**config.mk**
```make
export PLATFORM = sky130hd
export DESIGN_NAME = jhsd_count_table
export DESIGN_NICKNAME = d
export VERILOG_FILES = /design/src/design/jhsd_pkg.sv /design/src/design/jhsd_count_table.sv
export SDC_FILE = /design/constraint.sdc
export NUM_CORES = 2
export LEC_CHECK = 0
export BUFFER_PORTS_ARGS = -buffer_cell sky130_fd_sc_hd__buf_2
export CAP_MARGIN = 20
export CORE_MARGIN = 4
export CORE_UTILIZATION = 50
export CTS_BUF_LIST = sky130_fd_sc_hd__clkbuf_4 sky130_fd_sc_hd__clkbuf_8
export DETAILED_ROUTE_END_ITERATION = 7
export PLACE_DENSITY = 0.75
export SLEW_MARGIN = 20
export SYNTH_ARGS = -nofsm -noshare
export SYNTH_HDL_FRONTEND = slang
export SYNTH_SLANG_ARGS = --single-unit
```
**constraint.sdc**
```tcl
create_clock -name clk -period 7.9 [get_ports clk]
set_input_delay 0.395 -clock clk [delete_from_list [all_inputs] [get_ports clk]]
set_output_delay 0.395 -clock clk [all_outputs]
set_load 0.01 [all_outputs]
```
**src/design/jhsd_pkg.sv**
```systemverilog
// shared types and constants for the jpeg huffman symbol decoder
`timescale 1ns / 1ps

package jhsd_pkg;

  localparam int NUM_TABLES_DEF      = 8;
  localparam int MAX_CODE_LENGTH_DEF = 16;
  localparam int MAX_SYMBOLS_DEF     = 256;

  localparam int COUNT_SLOTS = 16;
  localparam int SLOT_W      = 4;
  localparam int FUNC_W      = 2;
  localparam int SEL_W       = 3;
  localparam int BYTE_W      = 8;
  localparam int PREFIX_W    = 16;
  localparam int LEN_W       = 5;
  localparam int CODE_W      = 17;
  localparam int BASE_W      = 9;
  localparam int OFFSET_W    = 10;

  typedef enum logic [FUNC_W-1:0] {
    FUNC_COUNT  = 2'd0,
    FUNC_SYMBOL = 2'd1,
    FUNC_BIT    = 2'd2
  } func_t;

  typedef enum logic {
    ST_IDLE,
    ST_EVAL
  } state_t;

  typedef struct packed {
    logic              en;
    logic [SEL_W-1:0]  table_sel;
    logic [SLOT_W-1:0] slot;
    logic [BYTE_W-1:0] value;
  } cnt_wr_t;

  typedef struct packed {
    logic [SEL_W-1:0]  table_sel;
    logic [SLOT_W-1:0] slot;
  } cnt_rd_t;

  typedef struct packed {
    logic busy;
  } tbl_stat_t;

  typedef struct packed {
    logic              en;
    logic [SEL_W-1:0]  table_sel;
    logic [BYTE_W-1:0] pos;
    logic [BYTE_W-1:0] value;
  } sym_wr_t;

  typedef struct packed {
    logic                en;
    logic [SEL_W-1:0]    table_sel;
    logic [OFFSET_W-1:0] offset;
  } sym_lookup_t;

  typedef struct packed {
    logic busy;
    logic valid;
  } sym_stat_t;

endpackage

```
**src/design/jhsd_count_table.sv**
```systemverilog
// code count memory, largest code registers and the refresh walk
`timescale 1ns / 1ps

module jhsd_count_table #(
  parameter int NUM_TABLES      = jhsd_pkg::NUM_TABLES_DEF,
  parameter int MAX_CODE_LENGTH = jhsd_pkg::MAX_CODE_LENGTH_DEF
) (
  input  logic                          clk,
  input  logic                          rst,
  input  jhsd_pkg::cnt_wr_t             wr,
  input  jhsd_pkg::cnt_rd_t             rd,
  input  logic [jhsd_pkg::SEL_W-1:0]    sel_table,
  output logic [jhsd_pkg::BYTE_W-1:0]   rd_count,
  output logic [jhsd_pkg::PREFIX_W-1:0] largest_code,
  output logic [jhsd_pkg::LEN_W-1:0]    largest_length,
  output jhsd_pkg::tbl_stat_t           stat
);

  localparam int TW    = (NUM_TABLES > 1) ? $clog2(NUM_TABLES) : 1;
  localparam int AW    = TW + jhsd_pkg::SLOT_W;
  localparam int DEPTH = NUM_TABLES * jhsd_pkg::COUNT_SLOTS;

  logic [jhsd_pkg::BYTE_W-1:0]   mem [DEPTH];
  logic [DEPTH-1:0]              entry_ok;
  logic [jhsd_pkg::BYTE_W-1:0]   rd_q;
  logic                          rd_ok;
  logic [AW-1:0]                 wr_addr;
  logic [AW-1:0]                 rd_addr;

  logic [jhsd_pkg::PREFIX_W-1:0] lc_reg [NUM_TABLES];
  logic [jhsd_pkg::LEN_W-1:0]    ll_reg [NUM_TABLES];

  logic                          walk_issue;
  logic                          walk_take;
  logic [jhsd_pkg::SLOT_W-1:0]   issue_slot;
  logic [jhsd_pkg::LEN_W-1:0]    take_len;
  logic [TW-1:0]                 walk_table;
  logic [jhsd_pkg::CODE_W-1:0]   acc_code;
  logic [jhsd_pkg::PREFIX_W-1:0] acc_lc;
  logic [jhsd_pkg::LEN_W-1:0]    acc_ll;

  logic [jhsd_pkg::CODE_W-1:0]   code_sum;
  logic [jhsd_pkg::CODE_W-1:0]   acc_code_next;
  logic [jhsd_pkg::PREFIX_W-1:0] acc_lc_next;
  logic [jhsd_pkg::LEN_W-1:0]    acc_ll_next;
  logic                          walk_last;
  logic                          rd_table_ok;
  logic                          sel_ok;

  assign rd_count    = rd_ok ? rd_q : '0;
  assign wr_addr     = {TW'(wr.table_sel), wr.slot};
  assign rd_table_ok = (int'(rd.table_sel) < NUM_TABLES);
  assign sel_ok      = (int'(sel_table) < NUM_TABLES);
  assign stat.busy   = walk_issue | walk_take;

  always_comb begin
    if (walk_issue) begin
      rd_addr = {walk_table, issue_slot};
    end else if (rd_table_ok) begin
      rd_addr = {TW'(rd.table_sel), rd.slot};
    end else begin
      rd_addr = '0;
    end
  end

  always_ff @(posedge clk) begin
    if (wr.en) begin
      mem[wr_addr] <= wr.value;
    end
    rd_q <= mem[rd_addr];
  end

  always_ff @(posedge clk) begin
    if (rst) begin
      entry_ok <= '0;
      rd_ok    <= 1'b0;
    end else begin
      if (wr.en) begin
        entry_ok[wr_addr] <= 1'b1;
      end
      rd_ok <= entry_ok[rd_addr];
    end
  end

  // running canonical code over the lengths
  always_comb begin
    code_sum      = acc_code + jhsd_pkg::CODE_W'(rd_count);
    acc_code_next = {code_sum[jhsd_pkg::CODE_W-2:0], 1'b0};
    acc_lc_next   = acc_lc;
    acc_ll_next   = acc_ll;
    if (rd_count != '0) begin
      acc_lc_next = jhsd_pkg::PREFIX_W'(code_sum - jhsd_pkg::CODE_W'(1));
      acc_ll_next = take_len;
    end
    walk_last = walk_take && (take_len == jhsd_pkg::LEN_W'(MAX_CODE_LENGTH));
  end

  always_ff @(posedge clk) begin
    if (rst) begin
      walk_issue <= 1'b0;
      walk_take  <= 1'b0;
    end else if (wr.en) begin
      walk_issue <= 1'b1;
      walk_take  <= 1'b0;
    end else begin
      walk_take <= walk_issue;
      if (walk_issue && issue_slot == jhsd_pkg::SLOT_W'(MAX_CODE_LENGTH - 1)) begin
        walk_issue <= 1'b0;
      end
    end
  end

  always_ff @(posedge clk) begin
    if (wr.en) begin
      issue_slot <= '0;
      walk_table <= TW'(wr.table_sel);
      acc_code   <= '0;
      acc_lc     <= '0;
      acc_ll     <= '0;
    end else begin
      if (walk_issue) begin
        issue_slot <= issue_slot + jhsd_pkg::SLOT_W'(1);
        take_len   <= jhsd_pkg::LEN_W'(issue_slot) + jhsd_pkg::LEN_W'(1);
      end
      if (walk_take) begin
        acc_code <= acc_code_next;
        acc_lc   <= acc_lc_next;
        acc_ll   <= acc_ll_next;
      end
    end
  end

  always_ff @(posedge clk) begin
    if (rst) begin
      for (int i = 0; i < NUM_TABLES; i++) begin
        lc_reg[i] <= '0;
        ll_reg[i] <= '0;
      end
    end else if (walk_last) begin
      lc_reg[walk_table] <= acc_lc_next;
      ll_reg[walk_table] <= acc_ll_next;
    end
  end

  assign largest_code   = sel_ok ? lc_reg[TW'(sel_table)] : '0;
  assign largest_length = sel_ok ? ll_reg[TW'(sel_table)] : '0;

endmodule

```
; Word-level counts from Yosys, hierarchy flattened
; Memories as Yosys holds them, arrays and structs flattened. A register that Yosys moved wholly into a read port is not among the register bits.
; Cells that the tools add are included.
[totals]
reg_bits = 179
mem_bits_rw = 1192
inputBits = 28
out_inout_bits = 30
word_cells = 57
memories = 3
[op_classes]
addsub = 4
n_lt_le_gt_ge = 3
eq_ne = 2
mux = 23
bitwise = 3
n_reduce_logical = 9
[memory_table]
columns = memory, depth, word_bits, rd, rd_clocked_by_memory_dff, write_ports, line_no
row1 = mem, 128, 8, 1, 1, 1, jhsd_count_table.sv:23  ; logic [jhsd_pkg::BYTE_W-1:0] mem [DEPTH];
row2 = lc_reg, 8, 16, 1, 0, 8, jhsd_count_table.sv:30  ; logic [jhsd_pkg::PREFIX_W-1:0] lc_reg [NUM_TABLES];
row3 = ll_reg, 8, 5, 1, 0, 8, jhsd_count_table.sv:31  ; logic [jhsd_pkg::LEN_W-1:0] ll_reg [NUM_TABLES];
[op_table]
columns = cell, count
row1 = $or A128 B128 Y128, 1
row2 = $mux W16, 2
row3 = $add A16 B8 Y16, 1
row4 = $lt A7 B8 Y1 const B, 2
row5 = $reduce_or A16 Y1, 1
row6 = $sub A16 B1 Y16 const B, 1
row7 = $mux W1, 13
row8 = $mux W5, 2
row9 = $mux W8, 1
row10 = $reduce_bool A8 Y1, 1
row11 = $bmux W1 S7, 1
row12 = $demux W1 S7, 1
row13 = $ge A7 B1 Y1 const B, 1
row14 = $mux W7, 1
row15 = $mux W3, 2
row16 = $add A4 B1 Y5 const B, 1
row17 = $eq A5 B5 Y1 const B, 1
row18 = $reduce_or A5 Y1, 1
row19 = $add A4 B1 Y4 const B, 1
row20 = $eq A4 B4 Y1 const B, 1
row21 = $logic_and A1 B1 Y1, 3
row22 = $reduce_and A2 Y1, 1
row23 = $reduce_bool A2 Y1, 1
row24 = $reduce_or A2 Y1, 1
row25 = 2 further kinds, 2

; Depth between registers and ports, before layout
[logic_depth]
word_depth = 7
ltp_mapped = 13
ltp_nobuf = 11

; Worst setup path before layout
; OpenSTA, ideal clock, no wires.
[synth_path]
path_type = flip-flop to flip-flop
from = reg rd_ok
to = mem lc_reg[6][14] in the netlist's numbering (data pin)
setup_time_ps = 266
arrival_ps = 3138
t_required_ps = 7634
slack_ps = 4496
path_stages_with_launch = 12
path_buffers = 0
synth_period_minus_slack_ps = 3404
cell_sequence = dfxtp_1 and2_1 ha_1 fa_1 a211o_1 a21oi_1 nor3_1 nor3_4 nand3_1 or3_4 a31oi_4 nor2_1
[synth_lines]
columns = element, line_no
row1 = "start, declared", jhsd_count_table.sv:26  ; logic rd_ok;
row2 = "start signal, assigned", jhsd_count_table.sv:81  ; rd_ok <= entry_ok[rd_addr];
row3 = "end, declared", jhsd_count_table.sv:30

; Final worst setup path
[layout_path]
from = reg walk_issue
to = reg rd_q[0] in the netlist's numbering (read register of mem)
[layout_via]
elab_chain_len = 1
[layout_lines]
columns = element, line_no
row1 = "start, declared", jhsd_count_table.sv:33  ; logic walk_issue;
row2 = "start signal, assigned", jhsd_count_table.sv:100  ; walk_issue <= 1'b0;
row3 = "start signal, assigned", jhsd_count_table.sv:103  ; walk_issue <= 1'b1;
row4 = "start signal, assigned", jhsd_count_table.sv:108  ; walk_issue <= 1'b0;
row5 = $mux W7, jhsd_count_table.sv:57  ; if (walk_issue) begin
row6 = "end, declared", jhsd_count_table.sv:25  ; logic [jhsd_pkg::BYTE_W-1:0] rd_q;
; Every way passes these cells.
; A chain may end at the register's enable or synchronous reset.

==> results.yml <==
timing:
  finalHoldViolCount: 0
  rsz0062_at_grt: "no"
  fmax_mhz: 209
  worst_slew_pin_slew_ps: 1230
  tns_ps: 0
  min_period_ps: 4780
  fin_skew_ps: 47.8
  timing.final.crit_share_pct: 60.5
  setup_violations: 0
  finalMaxSlewViolations: 0
  slew_headroom_pct: 17.8
worst_setup_path:
  startpoint_type: "register"
  critPathRequiredTime_ps: 8640
  crit_fanout: 130
  timing.rr.end: "rd_q[0]$_DFF_P_"
  slowest_delay_ps: 1010
  rrSetupSlack_ps: 3120
  crit_arrival_ps: 5520
  r2r_start: "walk_issue$_SDFFE_PP0P_"
  path_class: "register to register"
  end_kind: "register"
  worst_r2r_path_depth: 7
  path_buf_inv: 1
  path_cells: "mux2_8, buf_12, mux4_2, a2111oi_0, nor3_1, nor3_1, a21oi_1"
  crit_path_top_delay_cell: "a2111oi_0"
  path_delay_family: "multiplexers"
  cpMostUsedCell: "nor3_1"
synth:
  mappedNetlistNets: 4219
  synth-edff-count: 1200
  netlist-cell-type-count: 76
  netlist_instances: 4181
  ys.flop_type: "edfxtp_1"
  ys_seq_elements: 1379
  synth_warnings: 0
  postSynthAreaPerCell_um2: 13.3
  netlist_area_um2: 55700
  ys_seq_area_share_pct: 71.1
  synthArstFlopShare_pct: 0
die:
  pin_count: 58
  dieArea_um2: 117000
  initial_core_util_pct: 50.3
  core_area_um2: 111000
  die_w_um: 342
  die_y_um: 342
  num_rows: 122
route:
  vias: 35800
  dr.pass1.iters: 8
  drt-initial-drc-count: 4650
  antenna_left: 0
  routed_wl_um: 143000
  wl_per_cell_um: 24.1
  viasPerCell: 6.03
  drcViolationCount: 3
global_route:
  grt-ovfl-total: 0
  grt_max_degree: 131
  grt_pass1_vias: 34500
  grt_use_total_pct: 24.2
  grt_pass1_wl_um: 214000
  antenna_found_initial: 9
pwr:
  p_leak_nw: 20.8
  powerDensity_nw_per_um2: 252
  ir_worst_vdd_v: 0.000164
run:
  drv_cap: 0
cts:
  clkTransAtPathRegs_ps: 70
  cts_tree: "yes"
  cts_sinks: 1379
  cts_resized: 0
  numCtsBuffers: 208
  cts-root-buf: "clkbuf_8"
  cts_buffer_depth: 3
  worstSkewPairLatency_ps: 900
  cts-htree-levels: 4
cells_and_area:
  syn_to_final_growth_pct: 11.2
  nets: 4299
  final_cells: 5934
  drive_gt1_share_pct: 14.5
  largest_reg_flops: 1024
placement:
  port_buffers: 57
  hpwl_um: 82500
  gp_congestion: 0.877
  post-place-cells: 5524
worst_hold_path:
  worstHoldStart: "wr[6]"
  hold_class: "input port to register"
  worstHoldPathCells: 1
  holdPathEnd: "mem[28][6]$_DFFE_PP_"
outcome:
  violations: "DRC"
  status: "finished with violations"
[power breakdown]
part / total (mW) / internal [mW] / switching (mW)
combinational: 1.59 / 0.462 / 1.13
sequential: 8.04 / 7.99 / 0.0541
clock: 5.97 / 3.21 / 2.75
[area by class of cell]
class                           count  area (µm²)
Antenna cell                        5        12.5
Fill cell                        8572       48700
Clock inverter                     69         502
Sequential cell                  1379       39600
Clock buffer                      321        3840
Timing Repair Buffer              129         983
Inverter                           11        41.3
Tap cell                         1488        1860
Multi-Input combinational cell   2532       15100
[cell usage after synthesis (all sizes together) (3+ instances only)]
| master | number | share of area, % |
|---|---|---|
| edfxtp | 1200 | 65 |
| nand2 | 795 | 5.4 |
| nor2 | 615 | 4.1 |
| dfxtp | 179 | 6.4 |
| nand3 | 167 | 1.5 |
| a21oi | 162 | 1.5 |
| clkbuf | 159 | 1.1 |
| mux2i | 122 | 2.2 |
| mux4 | 107 | 4.3 |
| buf | 100 | 0.93 |
| a311oi | 79 | 1.2 |
| and3 | 68 | 0.76 |
| a2111oi | 39 | 0.61 |
| nor3 | 38 | 0.36 |
| o21ai | 31 | 0.29 |
| mux2 | 28 | 0.57 |
| nor4 | 28 | 0.35 |
| o22ai | 28 | 0.31 |
| a31oi | 25 | 0.33 |
| a211oi | 24 | 0.35 |
| a22oi | 19 | 0.26 |
| xor2 | 14 | 0.22 |
| nor2b | 12 | 0.13 |
| inv | 11 | 0.074 |
| xnor2 | 11 | 0.17 |
| and2 | 9 | 0.10 |
| ha | 9 | 0.20 |
| nand2b | 9 | 0.10 |
| nand4 | 9 | 0.10 |
| o31ai | 9 | 0.12 |
| or3 | 9 | 0.11 |
| o32ai | 7 | 0.12 |
| o221ai | 6 | 0.094 |
| o211ai | 5 | 0.067 |
| o41ai | 5 | 0.079 |
| or4 | 5 | 0.074 |
| nand3b | 4 | 0.061 |
| o311ai | 4 | 0.063 |
| a32oi | 3 | 0.047 |
| o21a | 3 | 0.040 |
| or2 | 3 | 0.034 |
[cells by family (layout without fill, tap and decap cells)]
logic type,count (synthesis),count (layout),synth area share [%]
AND/OR/NAND/NOR,1775,1775,13.3
flip-flops,1379,1379,71.1
AO/OA/AOI/OAI,465,465,5.79
buffers and inverters,270,530,2.07
multiplexers,257,257,7.11
XOR/XNOR,25,25,0.393
adder cells (fa/ha/maj),10,10,0.238
other,0,5,0
[worst max-delay path by stage]
stage | from | slack [ps] | end | cells after the start
after floorplan | rd_ok$_SDFF_PP0_ | 4500 | lc_reg[6][14]$_SDFFCE_PN0P_ | 11
after global placement | walk_issue$_SDFFE_PP0P_ | 3200 | rd_q[7]$_DFF_P_ | 7
after detailed placement | walk_issue$_SDFFE_PP0P_ | 3130 | rd_q[7]$_DFF_P_ | 7
after CTS | walk_issue$_SDFFE_PP0P_ | 3100 | rd_q[7]$_DFF_P_ | 7
after global routing | walk_issue$_SDFFE_PP0P_ | 2960 | rd_q[0]$_DFF_P_ | 7
final | walk_issue$_SDFFE_PP0P_ | 3120 | rd_q[0]$_DFF_P_ | 7
[stage by stage]
stage	cell area (µm²)	power (mW)	hold slack, ps	setup WS, ps	utilization (%)
after floorplan	55700	9.15	432	4500	-
after global placement	57400	9.72	440	3200	51.9
after detailed placement	57400	9.75	444	3130	51.9
after CTS	61900	15.6	11.5	3100	55.9
after global routing	62000	16.1	57.4	2960	56.0
final	62000	15.6	66.5	3120	56.0
[routing by layer]
layer  part of all wire [%]  GRT usage [%]
met5                      0              0
met4                    4.0           10.0
met3                     12           5.71
met2                     47           38.1
met1                     37           32.6
[layout by cell type, fill, tap and decap left out, drive strengths merged, types with 11 or more instances in the layout]
cell / count
a2111oi: 39
a211oi: 24
a21oi: 162
a22oi: 19
a311oi: 79
a31oi: 25
and3: 68
buf: 117
clkbuf: 321
clkinv: 56
dfxtp: 179
dlygate4sd3: 12
edfxtp: 1200
inv: 17
mux2: 28
mux2i: 122
mux4: 107
nand2: 795
nand3: 167
nor2: 615
nor2b: 12
nor3: 38
nor4: 28
o21ai: 31
o22ai: 28
xnor2: 11
xor2: 14
[timing repair]
item | in CTS | in global routing
hold endpoints to repair | 165 | 0
buffers inserted | 0 | 0
hold buffers | 12 | 0
No activity file was read; power rests on OpenSTA's default activity.
